===== config.mk =====
export PLATFORM = sky130hd
export DESIGN_NAME = cobs_frame_receiver_murmur_check
export DESIGN_NICKNAME = d
export VERILOG_FILES = /design/src/hdl/cfmc_pkg.sv /design/src/hdl/cfmc_datapath.sv /design/src/hdl/cfmc_ctrl.sv /design/src/hdl/cobs_frame_receiver_murmur_check.sv
export SDC_FILE = /design/constraint.sdc
export NUM_CORES = 2
export LEC_CHECK = 0
export BUFFER_PORTS_ARGS = -buffer_cell sky130_fd_sc_hd__buf_2
export CORE_MARGIN = 3
export CORE_UTILIZATION = 65
export DETAILED_ROUTE_END_ITERATION = 6
export PLACE_DENSITY = 0.83
export SYNTH_ARGS = -nofsm -noshare
export SYNTH_HDL_FRONTEND = slang
export SYNTH_HIERARCHICAL = 1
export SYNTH_SLANG_ARGS = --single-unit
export TNS_END_PERCENT = 50

===== constraint.sdc =====
create_clock -name clk -period 12.75 [get_ports clk]
set_input_delay 1.275 -clock clk [delete_from_list [all_inputs] [get_ports clk]]
set_output_delay 1.275 -clock clk [all_outputs]
set_load 0.005 [all_outputs]

===== src/hdl/cfmc_pkg.sv =====
`timescale 1ns / 1ps
// ----------------------------------------------------------------------------
// cfmc_pkg
// Shared types, constants and hash helpers for the COBS frame receiver.
// ----------------------------------------------------------------------------
package cfmc_pkg;

	localparam int MaxFrameDefault = 256;
	localparam int MinFrame        = 6;

	localparam logic [31:0] C1 = 32'hcc9e2d51;
	localparam logic [31:0] C2 = 32'h1b873593;
	localparam logic [31:0] F1 = 32'h85ebca6b;
	localparam logic [31:0] F2 = 32'hc2b2ae35;
	localparam logic [31:0] HAdd = 32'he6546b64;

	localparam logic [2:0] ST_OK       = 3'd0;
	localparam logic [2:0] ST_SHORT    = 3'd1;
	localparam logic [2:0] ST_LONG     = 3'd2;
	localparam logic [2:0] ST_COBS     = 3'd3;
	localparam logic [2:0] ST_MISMATCH = 3'd4;

	typedef enum logic [3:0] {
		S_IDLE,    // wait for a byte
		S_BYTE,    // run byte update
		S_BMUL1,   // block: k * C1
		S_BMUL2,   // block: rotl, * C2
		S_BMIX,    // block: mix into hash
		S_FTAIL1,  // finish: tail k * C1
		S_FTAIL2,  // finish: rotl, * C2
		S_FXOR,    // finish: xor length, fold 16
		S_FMUL1,   // finish: * F1
		S_FMUL2,   // finish: fold 13, * F2
		S_FCMP,    // finish: fold 16, compare
		S_OUT      // hold result until taken
	} state_t;

	typedef enum logic [3:0] {
		OP_NONE, OP_BYTE, OP_BMUL1, OP_BMUL2, OP_BMIX,
		OP_FTAIL1, OP_FTAIL2, OP_FXOR, OP_FMUL1, OP_FMUL2, OP_FCMP
	} op_t;

	typedef struct packed {
		logic delim;      // latched byte is the delimiter
		logic emit;       // byte step produced an item
		logic block_full; // a fourth payload byte completed a block
		logic do_hash;    // delimiter verdict needs the hash
		logic tail;       // payload length not multiple of four
	} stat_t;

	function automatic logic [31:0] rotl(input logic [31:0] x, input int r);
		rotl = (x << r) | (x >> (32 - r));
	endfunction

endpackage


===== src/hdl/cfmc_datapath.sv =====
`timescale 1ns / 1ps
// ----------------------------------------------------------------------------
// cfmc_datapath
// Frame state, COBS decode, delay line and a shared 32x32 multiplier
// for the MurmurHash3 block mix and finalizer.
// ----------------------------------------------------------------------------
module cfmc_datapath #(
	parameter int MAX_FRAME = cfmc_pkg::MaxFrameDefault
) (
	input  logic              clk,
	input  logic              arst_n,
	input  cfmc_pkg::op_t     op,
	input  logic [7:0]        in_byte,
	input  logic              load,
	input  logic              pcnt_clr,
	input  logic [31:0]       hash_seed,
	output cfmc_pkg::stat_t   stat,
	output logic [7:0]        out_byte,
	output logic              frame_end,
	output logic [2:0]        frame_status,
	output logic [7:0]        payload_length
);

	localparam logic [8:0] LastPos = 9'(MAX_FRAME - 1);

	logic [7:0]  byte_q;
	logic [8:0]  fcount_q;
	logic        ovf_q;
	logic [7:0]  cd_q;
	logic [7:0]  dl_q [4];
	logic [31:0] hash_q, seed_q, t_q;
	logic [23:0] acc_q;
	logic [7:0]  pcnt_q;
	logic        emit_q, full_q, end_q;
	logic [2:0]  status_q;
	logic [7:0]  ob_q;

	logic [31:0] mul_a, mul_b, mul_p;
	logic [7:0]  cd_dec;
	logic [31:0] rx;
	logic        emit_d, full_d;

	assign cd_dec = cd_q - 8'd1;
	assign rx = {dl_q[0], dl_q[1], dl_q[2], dl_q[3]};

	// A data byte past the fourth decoded byte releases one payload item
	assign emit_d = (byte_q != 8'd0) && !ovf_q && (fcount_q < LastPos)
		&& (fcount_q >= 9'd5);
	assign full_d = emit_d && (pcnt_q[1:0] == 2'd3);

	// Select multiplier operands
	always_comb begin
		mul_a = t_q;
		mul_b = cfmc_pkg::C1;
		unique case (op) inside
			cfmc_pkg::OP_BMUL2, cfmc_pkg::OP_FTAIL2: begin
				mul_a = cfmc_pkg::rotl(t_q, 15);
				mul_b = cfmc_pkg::C2;
			end
			cfmc_pkg::OP_FMUL1: mul_b = cfmc_pkg::F1;
			cfmc_pkg::OP_FMUL2: begin
				mul_a = t_q ^ (t_q >> 13);
				mul_b = cfmc_pkg::F2;
			end
			default: ;
		endcase
	end
	assign mul_p = mul_a * mul_b;

	assign stat.delim      = (byte_q == 8'd0);
	assign stat.emit       = emit_q;
	assign stat.block_full = full_q;
	assign stat.do_hash    = !ovf_q && (fcount_q >= 9'(cfmc_pkg::MinFrame - 1))
		&& (cd_q == 8'd1);
	assign stat.tail       = (pcnt_q[1:0] != 2'd0);

	// Control registers
	always_ff @(posedge clk or negedge arst_n) begin
		if (!arst_n) begin
			fcount_q <= '0;
			ovf_q    <= 1'b0;
			cd_q     <= '0;
			pcnt_q   <= '0;
			acc_q    <= '0;
			emit_q   <= 1'b0;
			full_q   <= 1'b0;
			seed_q   <= '0;
			end_q    <= 1'b0;
			status_q <= cfmc_pkg::ST_OK;
		end else begin
			if (load) seed_q <= hash_seed;
			unique case (op)
				cfmc_pkg::OP_BYTE: begin
					emit_q <= emit_d;
					full_q <= full_d;
					end_q  <= (byte_q == 8'd0);
					// Verdict without hash; hashing path overwrites status later
					if (byte_q != 8'd0) status_q <= cfmc_pkg::ST_OK;
					else if (ovf_q) status_q <= cfmc_pkg::ST_LONG;
					else if (fcount_q < 9'(cfmc_pkg::MinFrame - 1))
						status_q <= cfmc_pkg::ST_SHORT;
					else if (cd_q != 8'd1) status_q <= cfmc_pkg::ST_COBS;
					else status_q <= cfmc_pkg::ST_OK;
					if (byte_q != 8'd0 && !ovf_q) begin
						if (fcount_q >= LastPos) begin
							ovf_q <= 1'b1;
						end else begin
							fcount_q <= fcount_q + 9'd1;
							if (fcount_q == 9'd0) begin
								cd_q   <= byte_q;
								acc_q  <= '0;
								pcnt_q <= '0;
							end else begin
								cd_q <= (cd_dec == 8'd0) ? byte_q : cd_dec;
								if (fcount_q >= 9'd5) begin
									pcnt_q <= pcnt_q + 8'd1;
									if (pcnt_q[1:0] != 2'd3) begin
										unique case (pcnt_q[1:0])
											2'd0: acc_q[7:0]   <= dl_q[0];
											2'd1: acc_q[15:8]  <= dl_q[0];
											default: acc_q[23:16] <= dl_q[0];
										endcase
									end
								end
							end
						end
					end
				end
				cfmc_pkg::OP_BMIX: acc_q <= '0;
				cfmc_pkg::OP_FCMP: begin
					status_q <= ((t_q ^ (t_q >> 16)) == rx) ?
						cfmc_pkg::ST_OK : cfmc_pkg::ST_MISMATCH;
				end
				default: ;
			endcase
			// Clear frame after verdict is formed
			if (op == cfmc_pkg::OP_FCMP ||
				(op == cfmc_pkg::OP_BYTE && byte_q == 8'd0)) begin
				fcount_q <= '0;
				ovf_q    <= 1'b0;
				cd_q     <= '0;
			end
			// Drop payload count and pending bytes once the verdict is taken
			if (pcnt_clr) begin
				pcnt_q <= '0;
				acc_q  <= '0;
			end
		end
	end

	// Payload registers: byte latch, delay line, hash
	always_ff @(posedge clk) begin
		if (load) byte_q <= in_byte;
		unique case (op) inside
			cfmc_pkg::OP_BYTE: begin
				ob_q <= dl_q[0];
				if (byte_q != 8'd0 && !ovf_q && fcount_q < LastPos) begin
					if (fcount_q == 9'd0) begin
						hash_q <= seed_q;
					end else begin
						dl_q[0] <= dl_q[1];
						dl_q[1] <= dl_q[2];
						dl_q[2] <= dl_q[3];
						dl_q[3] <= (cd_dec == 8'd0) ? 8'd0 : byte_q;
					end
				end
				// Load block word (tail word on the delimiter) before multiply
				t_q <= (byte_q == 8'd0) ? {8'd0, acc_q} : {dl_q[0], acc_q};
			end
			cfmc_pkg::OP_BMUL1, cfmc_pkg::OP_BMUL2,
			cfmc_pkg::OP_FTAIL1, cfmc_pkg::OP_FTAIL2,
			cfmc_pkg::OP_FMUL1, cfmc_pkg::OP_FMUL2: t_q <= mul_p;
			cfmc_pkg::OP_BMIX: hash_q <= cfmc_pkg::rotl(hash_q ^ t_q, 13) * 32'd5
				+ cfmc_pkg::HAdd;
			cfmc_pkg::OP_FXOR: begin
				t_q <= (hash_q ^ {24'd0, pcnt_q}) ^ ((hash_q ^ {24'd0, pcnt_q}) >> 16);
			end
			default: ;
		endcase
		if (op == cfmc_pkg::OP_FTAIL2) hash_q <= hash_q ^ mul_p;
	end

	assign out_byte       = end_q ? 8'd0 : ob_q;
	assign frame_end      = end_q;
	assign frame_status   = end_q ? status_q : 3'd0;
	assign payload_length = end_q ? pcnt_q : 8'd0;

endmodule


===== src/hdl/cfmc_ctrl.sv =====
`timescale 1ns / 1ps
// ----------------------------------------------------------------------------
// cfmc_ctrl
// Sequencer: accepts a byte, steps the datapath, hands out results.
// ----------------------------------------------------------------------------
module cfmc_ctrl (
	input  logic            clk,
	input  logic            arst_n,
	input  logic            in_valid,
	output logic            in_ready,
	output logic            out_valid,
	input  logic            out_ready,
	input  cfmc_pkg::stat_t stat,
	output cfmc_pkg::op_t   op,
	output logic            load,
	output logic            pcnt_clr
);

	cfmc_pkg::state_t state_q, state_d;

	always_ff @(posedge clk or negedge arst_n) begin
		if (!arst_n) state_q <= cfmc_pkg::S_IDLE;
		else state_q <= state_d;
	end

	// Next state and commands
	always_comb begin
		state_d   = state_q;
		op        = cfmc_pkg::OP_NONE;
		in_ready  = 1'b0;
		out_valid = 1'b0;
		load      = 1'b0;
		pcnt_clr  = 1'b0;
		unique case (state_q)
			cfmc_pkg::S_IDLE: begin
				in_ready = 1'b1;
				if (in_valid) begin
					load = 1'b1;
					state_d = cfmc_pkg::S_BYTE;
				end
			end
			cfmc_pkg::S_BYTE: begin
				op = cfmc_pkg::OP_BYTE;
				if (stat.delim) begin
					if (stat.do_hash)
						state_d = stat.tail ? cfmc_pkg::S_FTAIL1 : cfmc_pkg::S_FXOR;
					else state_d = cfmc_pkg::S_OUT;
				end else state_d = cfmc_pkg::S_OUT;
			end
			cfmc_pkg::S_BMUL1: begin op = cfmc_pkg::OP_BMUL1; state_d = cfmc_pkg::S_BMUL2; end
			cfmc_pkg::S_BMUL2: begin op = cfmc_pkg::OP_BMUL2; state_d = cfmc_pkg::S_BMIX; end
			cfmc_pkg::S_BMIX: begin op = cfmc_pkg::OP_BMIX; state_d = cfmc_pkg::S_IDLE; end
			cfmc_pkg::S_FTAIL1: begin
				op = cfmc_pkg::OP_FTAIL1; state_d = cfmc_pkg::S_FTAIL2;
			end
			cfmc_pkg::S_FTAIL2: begin
				op = cfmc_pkg::OP_FTAIL2; state_d = cfmc_pkg::S_FXOR;
			end
			cfmc_pkg::S_FXOR: begin op = cfmc_pkg::OP_FXOR; state_d = cfmc_pkg::S_FMUL1; end
			cfmc_pkg::S_FMUL1: begin op = cfmc_pkg::OP_FMUL1; state_d = cfmc_pkg::S_FMUL2; end
			cfmc_pkg::S_FMUL2: begin op = cfmc_pkg::OP_FMUL2; state_d = cfmc_pkg::S_FCMP; end
			cfmc_pkg::S_FCMP: begin op = cfmc_pkg::OP_FCMP; state_d = cfmc_pkg::S_OUT; end
			cfmc_pkg::S_OUT: begin
				// Delimiter always yields an item; data bytes only when emitted
				if (!stat.delim && !stat.emit) begin
					state_d = cfmc_pkg::S_IDLE;
				end else begin
					out_valid = 1'b1;
					if (out_ready) begin
						if (!stat.delim && stat.block_full) state_d = cfmc_pkg::S_BMUL1;
						else begin
							state_d = cfmc_pkg::S_IDLE;
							pcnt_clr = stat.delim;
						end
					end
				end
			end
			default: state_d = cfmc_pkg::S_IDLE;
		endcase
	end

endmodule


===== src/hdl/cobs_frame_receiver_murmur_check.sv =====
`timescale 1ns / 1ps
// ----------------------------------------------------------------------------
// cobs_frame_receiver_murmur_check
// COBS deframer with a MurmurHash3-32 trailer check.
// ----------------------------------------------------------------------------
// Usage:
//   Raw link bytes enter on in_valid/in_ready (in_byte); zero ends a frame.
//   Decoded payload items leave on out_valid/out_ready with frame_end low;
//   one verdict item (frame_end high, frame_status, payload_length) closes
//   each frame. Payload goes out before its verdict: drop a frame whose
//   status is not ok.
//   hash_seed is written by cfg_we/cfg_data, only while idle (a rule for the user,
//   not enforced by the block); it is taken at the first byte of each frame.
// Sequence:
//   A plain byte steps through accept, update and output. Every fourth
//   payload byte adds the block mix (BMUL1, BMUL2, BMIX) on the shared 32x32
//   multiplier; a checked delimiter adds the finalizer (FTAIL1 and FTAIL2 when
//   a tail is left, then FXOR, FMUL1, FMUL2, FCMP). One item is in flight at
//   a time; a stalled output holds the block with in_ready low.
// Reset:
//   arst_n clears frame state and the seed; the block is ready at once.
// ----------------------------------------------------------------------------
module cobs_frame_receiver_murmur_check #(
	parameter int MAX_FRAME = cfmc_pkg::MaxFrameDefault
) (
	input  logic        clk,
	input  logic        arst_n,
	input  logic        in_valid,
	output logic        in_ready,
	input  logic [7:0]  in_byte,
	output logic        out_valid,
	input  logic        out_ready,
	output logic [7:0]  out_byte,
	output logic        frame_end,
	output logic [2:0]  frame_status,
	output logic [7:0]  payload_length,
	input  logic        cfg_we,
	input  logic [31:0] cfg_data
);

	logic [31:0]     seed_q;
	cfmc_pkg::op_t   op;
	cfmc_pkg::stat_t stat;
	logic            load, pcnt_clr;

	// Seed register
	always_ff @(posedge clk or negedge arst_n) begin
		if (!arst_n) seed_q <= '0;
		else if (cfg_we) seed_q <= cfg_data;
	end

	cfmc_ctrl u_ctrl (
		.clk, .arst_n, .in_valid, .in_ready, .out_valid, .out_ready,
		.stat, .op, .load, .pcnt_clr
	);

	cfmc_datapath #(.MAX_FRAME(MAX_FRAME)) u_dp (
		.clk, .arst_n, .op, .in_byte, .load, .pcnt_clr, .hash_seed(seed_q), .stat,
		.out_byte, .frame_end, .frame_status, .payload_length
	);

	// No new byte while a result is pending
	a_excl: assert property (@(posedge clk) disable iff (!arst_n)
		!(in_ready && out_valid)) else $error("ready while output pending");
	a_end_status: assert property (@(posedge clk) disable iff (!arst_n)
		out_valid && !frame_end |-> frame_status == cfmc_pkg::ST_OK)
		else $error("status on payload item");
	a_status_range: assert property (@(posedge clk) disable iff (!arst_n)
		out_valid |-> frame_status <= cfmc_pkg::ST_MISMATCH)
		else $error("bad status code");
	a_hold: assert property (@(posedge clk) disable iff (!arst_n)
		out_valid && !out_ready |=> out_valid && $stable(out_byte))
		else $error("output dropped");

endmodule

## Word-level counts from Yosys, hierarchy flattened

Memory sizes are Yosys's and may differ from the RTL's.
Index checks and enable logic that the tools add are counted.

| storage, ports and cells | value |
|---|---|
| flip-flop bits (word level) | 204 |
| memory bits (writable) | 32 |
| input bits | 45 |
| output and inout bits | 22 |
| word-level logic and storage cells | 188 |
| memories kept | 1 |

Memories:

| name | depth | bits a word | read ports | clocked after Yosys merged registers in | write ports | RTL line | RTL |
|---|---|---|---|---|---|---|---|
| u_dp.dl_q | 4 | 8 | 4 | 0 | 4 | cfmc_datapath.sv:30 | `logic [7:0] dl_q [4];` |

| operators by class | value |
|---|---|
| add/subtract/negate cells | 4 |
| multipliers | 2 |
| order comparisons | 4 |
| eq/ne operators | 40 |
| multiplexer cells | 70 |
| bitwise operators | 8 |
| reductions and logical operators | 41 |

Operators by type and width:

| cell | number |
|---|---|
| case mux 32 bit (3 select lines) | 2 |
| 2-to-1 mux 24 bit | 6 |
| 2-to-1 mux 8 bit | 18 |
| 2-to-1 mux 32 bit | 4 |
| case mux 32 bit (2 select lines) | 2 |
| XOR 32 x 16 -> 32 bit | 2 |
| XOR 32 bit | 2 |
| case mux 24 bit (2 select lines) | 1 |
| case mux 4 bit (11 select lines) | 1 |
| case mux 4 bit (10 select lines) | 1 |
| 2-to-1 mux 9 bit | 4 |
| adder 32 bit, second input constant | 1 |
| equality test 32 bit | 1 |
| equality test 4 x 3 -> 1 bit, second input constant | 8 |
| multiplier 32 x 3 -> 32 bit, second input constant | 1 |
| multiplier 32 x 32 -> 32 bit | 1 |
| OR 32 x 13 -> 32 bit | 1 |
| OR 32 x 15 -> 32 bit | 1 |
| XOR 32 x 19 -> 32 bit | 1 |
| XOR 32 x 8 -> 32 bit | 1 |
| equality test 4 bit, second input constant | 7 |
| 2-to-1 mux 4 bit | 5 |
| AND reduction 6 bit | 3 |
| 2-to-1 mux 1 bit | 17 |
| other kinds (36) | 78 |

## Longest topological paths before layout

| depth | value |
|---|---|
| depth after elaboration | 10 |
| depth in mapped cells | 42 |
| mapped depth without buffers | 38 |

## Cells and area by module

Netlist, hierarchy kept.

By module, submodules not included:

| module | times used | cells an instance | area an instance (um2) |
|---|---|---|---|
| cfmc_datapath | 1 | 2802 | 27127.3 |
| cobs_frame_receiver_murmur_check | 1 | 68 | 1345.0 |
| cfmc_ctrl | 1 | 42 | 369.1 |

## Worst setup path before layout

Ideal clock, no wire load.

| timing | value |
|---|---|
| path kind | reg-to-reg |
| start point | reg u_ctrl.state_q[0] |
| end point | reg u_dp.hash_q[31], data pin |
| setup time | 256 ps |
| arrival time | 9425 ps |
| setup slack | 3069 ps |
| stages on the path, launching flop included | 42 |
| period minus slack after synthesis | 9681 ps |
| cells stage by stage | dfrtp_1 > buf_6 > and2_4 > nor3b_1 > buf_2 > nand2b_1 > nor2_2 > buf_2 > buf_2 > nand2_1 > nand2_1 > nand2_1 > o21ai_0 > a32o_1 > nand2b_1 > inv_1 > nor2_1 > inv_1 > (+6 left out) > inv_1 > fa_1 > inv_1 > fa_1 > inv_1 > fa_1 > fa_1 > ha_1 > and3_1 > a221o_1 > a2111oi_2 > a211o_2 > nor2_1 > or3b_1 > a221oi_2 > xnor3_1 > a21oi_1 > a22o_1 |

| between the ends | value |
|---|---|
| word-level cells in the longest chain between the ends | 8 |
| elaborated cells between the ends (all ways) | 24 |
| those cells by class | mul (1); eq/ne (16); mux (5); bitwise (1); reduce/logical (1) |

Ends and longest elaborated chain:

| item | RTL line | RTL |
|---|---|---|
| start: declaration | cfmc_ctrl.sv:19 | `cfmc_pkg::state_t state_q, state_d;` |
| start signal: assignment | cfmc_ctrl.sv:22 | `if (!arst_n) state_q <= cfmc_pkg::S_IDLE;` |
| start signal: assignment | cfmc_ctrl.sv:23 | `else state_q <= state_d;` |
| equality test 4 bit, or another cell as far along | cfmc_ctrl.sv:34 | `unique case (state_q)` |
| case mux 4 bit (10 select lines) (*) | cfmc_ctrl.sv:34 |  |
| net op[3] | cobs_frame_receiver_murmur_check.sv:42 | `cfmc_pkg::op_t op;` |
| equality test 4 x 3 -> 1 bit / equality test 4 x 2 -> 1 bit (equally long branches) | -- |  |
| OR reduction 2 bit | cfmc_datapath.sv:55 | `unique case (op) inside` |
| case mux 32 bit (3 select lines) / case mux 32 bit (2 select lines) (equally long branches) | cfmc_datapath.sv:55 |  |
| multiplier 32 x 32 -> 32 bit | cfmc_datapath.sv:68 | `assign mul_p = mul_a * mul_b;` |
| XOR 32 bit | cfmc_datapath.sv:180 | `if (op == cfmc_pkg::OP_FTAIL2) hash_q <= hash_q ^ mul_p;` |
| 2-to-1 mux 32 bit (*) | cfmc_datapath.sv:180 |  |
| end signal: assignment | cfmc_datapath.sv:159 | `hash_q <= seed_q;` |
| end signal: assignment | cfmc_datapath.sv:173 | `cfmc_pkg::OP_BMIX: hash_q <= cfmc_pkg::rotl(hash_q ^ t_q, 13) * 32'd5` |
| end signal: assignment | cfmc_datapath.sv:180 |  |
| end: declaration | cfmc_datapath.sv:31 | `logic [31:0] hash_q, seed_q, t_q;` |

Mark *: on every way through the listed nets, which the timed path passes. The rest lies on a longest branch.
A chain may end at the register's enable or synchronous reset.

## Final worst setup path

| timing | value |
|---|---|
| start point | reg u_ctrl.state_q[2] |
| end point | reg u_dp.hash_q[31], data pin |

The elaborated chain is that of the path after synthesis.

==> results.yml <==
sta:
  fin_crit_sh: 0.876
  fmaxAchievable_ghz: 0.0895
  drv_slew: 0
  setup_viol: 0
  max_slew.worst_pin.slew_ns: 1.23
  finClkSkew_ns: 0.0118
  setup_slack_ns: 1.58
  fin_crit_ns: 11.17
  tns_ns: 0
  relSlewSlack: 0.180
  holdWs_ns: 0.468
  hold_viol: 0
  rsz0062_at_grt: "no"
global_route:
  antenna_found_initial: 2
  overflow: 0
  grt_max_degree: 69
  grt_pass1_vias: 22900
  grt_pass1_wl_um: 144000
  track_usage: 0.417
yosys:
  async_flop_share: 0.525
  ys.warnings.count: 6
  syn_area_um2: 28800
  synth_nets: 3566
  netlist_instances: 2912
  synthTopCellsByArea: "fa_1, edfxtp_1, dfrtp_1"
  ys.flop_type: "dfrtp_1"
  yosysUniqueCellTypes: 94
  yosysSeqAreaShare: 0.224
  synth_top_cell_by_area: "fa_1"
  avgSynthCellArea_um2: 9.90
  synth-seq-cells: 236
  synth_top_area_share: 0.282
  synth_edf_count: 112
outcome:
  outcome: "complete, no violations"
floorplanning:
  die_x_um: 217
  fp.dieH_um: 217
  core_um2: 43500
  die-area_um2: 46900
  boundaryPins: 67
  start_util: 0.664
  rows: 76
finish:
  fillers: 3341
  final_nets: 3579
  drive_above_1_share: 0.0908
  synthToLayoutAreaGrowth_pct: 5.37
  fin_util: 0.699
placed_design:
  gp_congestion: 1.06
  dp_slack_ns: 1.75
  place_hpwl_um: 78600
  io_buffers: 66
worst_setup_path:
  cp.arrival_ns: 11.45
  r2r_setup_slack_ns: 1.58
  path_class: "flop to flop"
  rr_endpoint: "u_dp/hash_q[31]$_DFFE_PP_"
  timing.rr.start: "u_ctrl/state_q[2]$_DFFE_PN0P_"
  cp_max_fo: 25
  critPathLaunchType: "flop"
  cpPeakStageDelay_ns: 0.56
  ff2ff_path_depth: 37
  required_ns: 13.03
  endpoint_kind: "flop"
  cp_slowest_cell: "nor2_4"
  cp_common_cell: "fa_1"
clocking:
  cts_hold_buf: 0
  cts_num_sinks: 236
  clk_pin_slew_worst_paths_ns: 0.07
  clk_latency_ns: 0.52
  cts_root_buf: "clkbuf_16"
  htreeDepth: 1
  cts_buffers: 21
  cts_tree: "yes"
  ctsResizeCount: 0
  postCtsSetupBuffers: 0
  cts_buffer_depth: 3
routing:
  wire_per_inst_um: 27.2
  drc_errors: 0
  firstDrtPassIters: 7
  vias: 22000
  ant_nets: 0
  vias_per_cell: 6.24
  totalWireLength_um: 95900
  drtIter0Drc: 2528
hold_path:
  min_to: "u_dp/dl_q[2][0]$_DFFE_PP_"
  worstHoldPathType: "flop to flop"
  min-delay-start: "u_dp/dl_q[3][0]$_SDFFCE_PP0P_"
  min_path_cells: 0
flow_run:
  maxCapViolations: 0
-- worst max-delay path by stage --
stage / from / to / slack [ns]
floorplan: u_ctrl/state_q[0]$_DFFE_PN0P_ / u_dp/hash_q[31]$_DFFE_PP_ / 3.07
CTS: u_ctrl/state_q[2]$_DFFE_PN0P_ / u_dp/hash_q[31]$_DFFE_PP_ / 1.71
detailed placement: u_ctrl/state_q[2]$_DFFE_PN0P_ / u_dp/hash_q[31]$_DFFE_PP_ / 1.75
finish: u_ctrl/state_q[2]$_DFFE_PN0P_ / u_dp/hash_q[31]$_DFFE_PP_ / 1.58
global placement: u_ctrl/state_q[2]$_DFFE_PN0P_ / u_dp/hash_q[31]$_DFFE_PP_ / 2.07
global route: u_ctrl/state_q[2]$_DFFE_PN0P_ / u_dp/hash_q[31]$_DFFE_PP_ / 1.01
-- layer usage --
| metal | GRT usage | up-vias | part of all wire |
|---|---|---|---|
| met4 | 0.241 | 4 | 0.078 |
| met1 | 0.546 | 11000 | 0.37 |
| met2 | 0.654 | 1380 | 0.45 |
| li1 | - | 9283 | - |
| met3 | 0.0801 | 366 | 0.10 |
| met5 | 0 | - | 0.00027 |
-- cells by family (layout without fill, tap and decap cells) --
| family | count (synthesis) | count (layout) | share of synthesized area |
|---|---|---|---|
| DFF | 236 | 236 | 0.224 |
| xor gates and xnor gates | 268 | 268 | 0.0847 |
| buffers and inverters | 668 | 695 | 0.0913 |
| and+or+nand+nor | 647 | 647 | 0.103 |
| other | 0 | 1 | 0 |
| muxes | 97 | 97 | 0.0414 |
| AOI/OAI and AO/OA | 387 | 387 | 0.0851 |
| adders and majority gates | 609 | 609 | 0.370 |
-- area by class of cell --
cell class	instances	area, µm²	share of cell area
timing repair buffer	108	661	0.0217
antenna	1	2.50	0.0000823
clock inverter	8	113	0.00371
clock buffer	29	576	0.0189
inverter	550	2070	0.0681
tap	585	732	0.0241
sequential	236	6470	0.213
multi-input combinational	2008	19800	0.651
-- cell usage in the layout (no fill, tap or decap), types with 41 or more instances in the layout --
cell and count:
inv_1 547, dfrtp_1 124, nand2_1 233, buf_4 42, xnor2_1 158, o21ai_0 116, nor2_1 205, ha_1 203
edfxtp_1 112, buf_2 65, xor2_1 103, fa_1 406, and2_1 41, mux2_2 59, a21oi_1 101
-- worst max-delay path, delay by kind of cell (launching register included) --
kind / cells / cell delay (ns)
buffers and inverters: 7 / 0.66
adder cells (fa/ha/maj): 9 / 3.93
AND/OR/NAND/NOR: 10 / 2.96
flip-flops: 1 / 0.55
AO/OA/AOI/OAI: 9 / 2.38
XOR/XNOR: 2 / 0.43
-- metrics by stage --
stage	instance area, µm²	std cells
3_3_place_gp	29700	3487
6_report	30400	3525
4_1_cts	30400	3524
5_1_grt	30400	3524
3_5_place_dp	29700	3487
2_1_floorplan	28800	2912
-- sequential cells by signal, summed over array words and instances, names as in the netlist, 9 cells and up --
name / flops
u_dp/t_q: 32
u_dp/dl_q: 32
u_dp/hash_q: 32
u_dp/seed_q: 32
u_dp/fcount_q: 9
u_dp/acc_q: 24
seed_q: 32
-- Yosys cell counts, drive strengths merged, types with 13 or more instances --
| library cell | n |
|---|---|
| a22oi | 23 |
| nor2b | 23 |
| o21ai | 118 |
| dfrtp | 124 |
| xor2 | 103 |
| nor2 | 208 |
| and3 | 13 |
| ha | 203 |
| clkbuf | 81 |
| inv | 549 |
| a21oi | 102 |
| edfxtp | 112 |
| buf | 37 |
| fa | 406 |
| nand2b | 21 |
| nor3 | 19 |
| nand3 | 22 |
| nand4 | 14 |
| a21o | 35 |
| and2 | 45 |
| xnor2 | 160 |
| or3 | 14 |
| nand2 | 233 |
| mux2 | 89 |
Power is left out: the tool's default activity adds up to more than one toggle a clock period on the data nets, which glitch-free logic cannot reach.
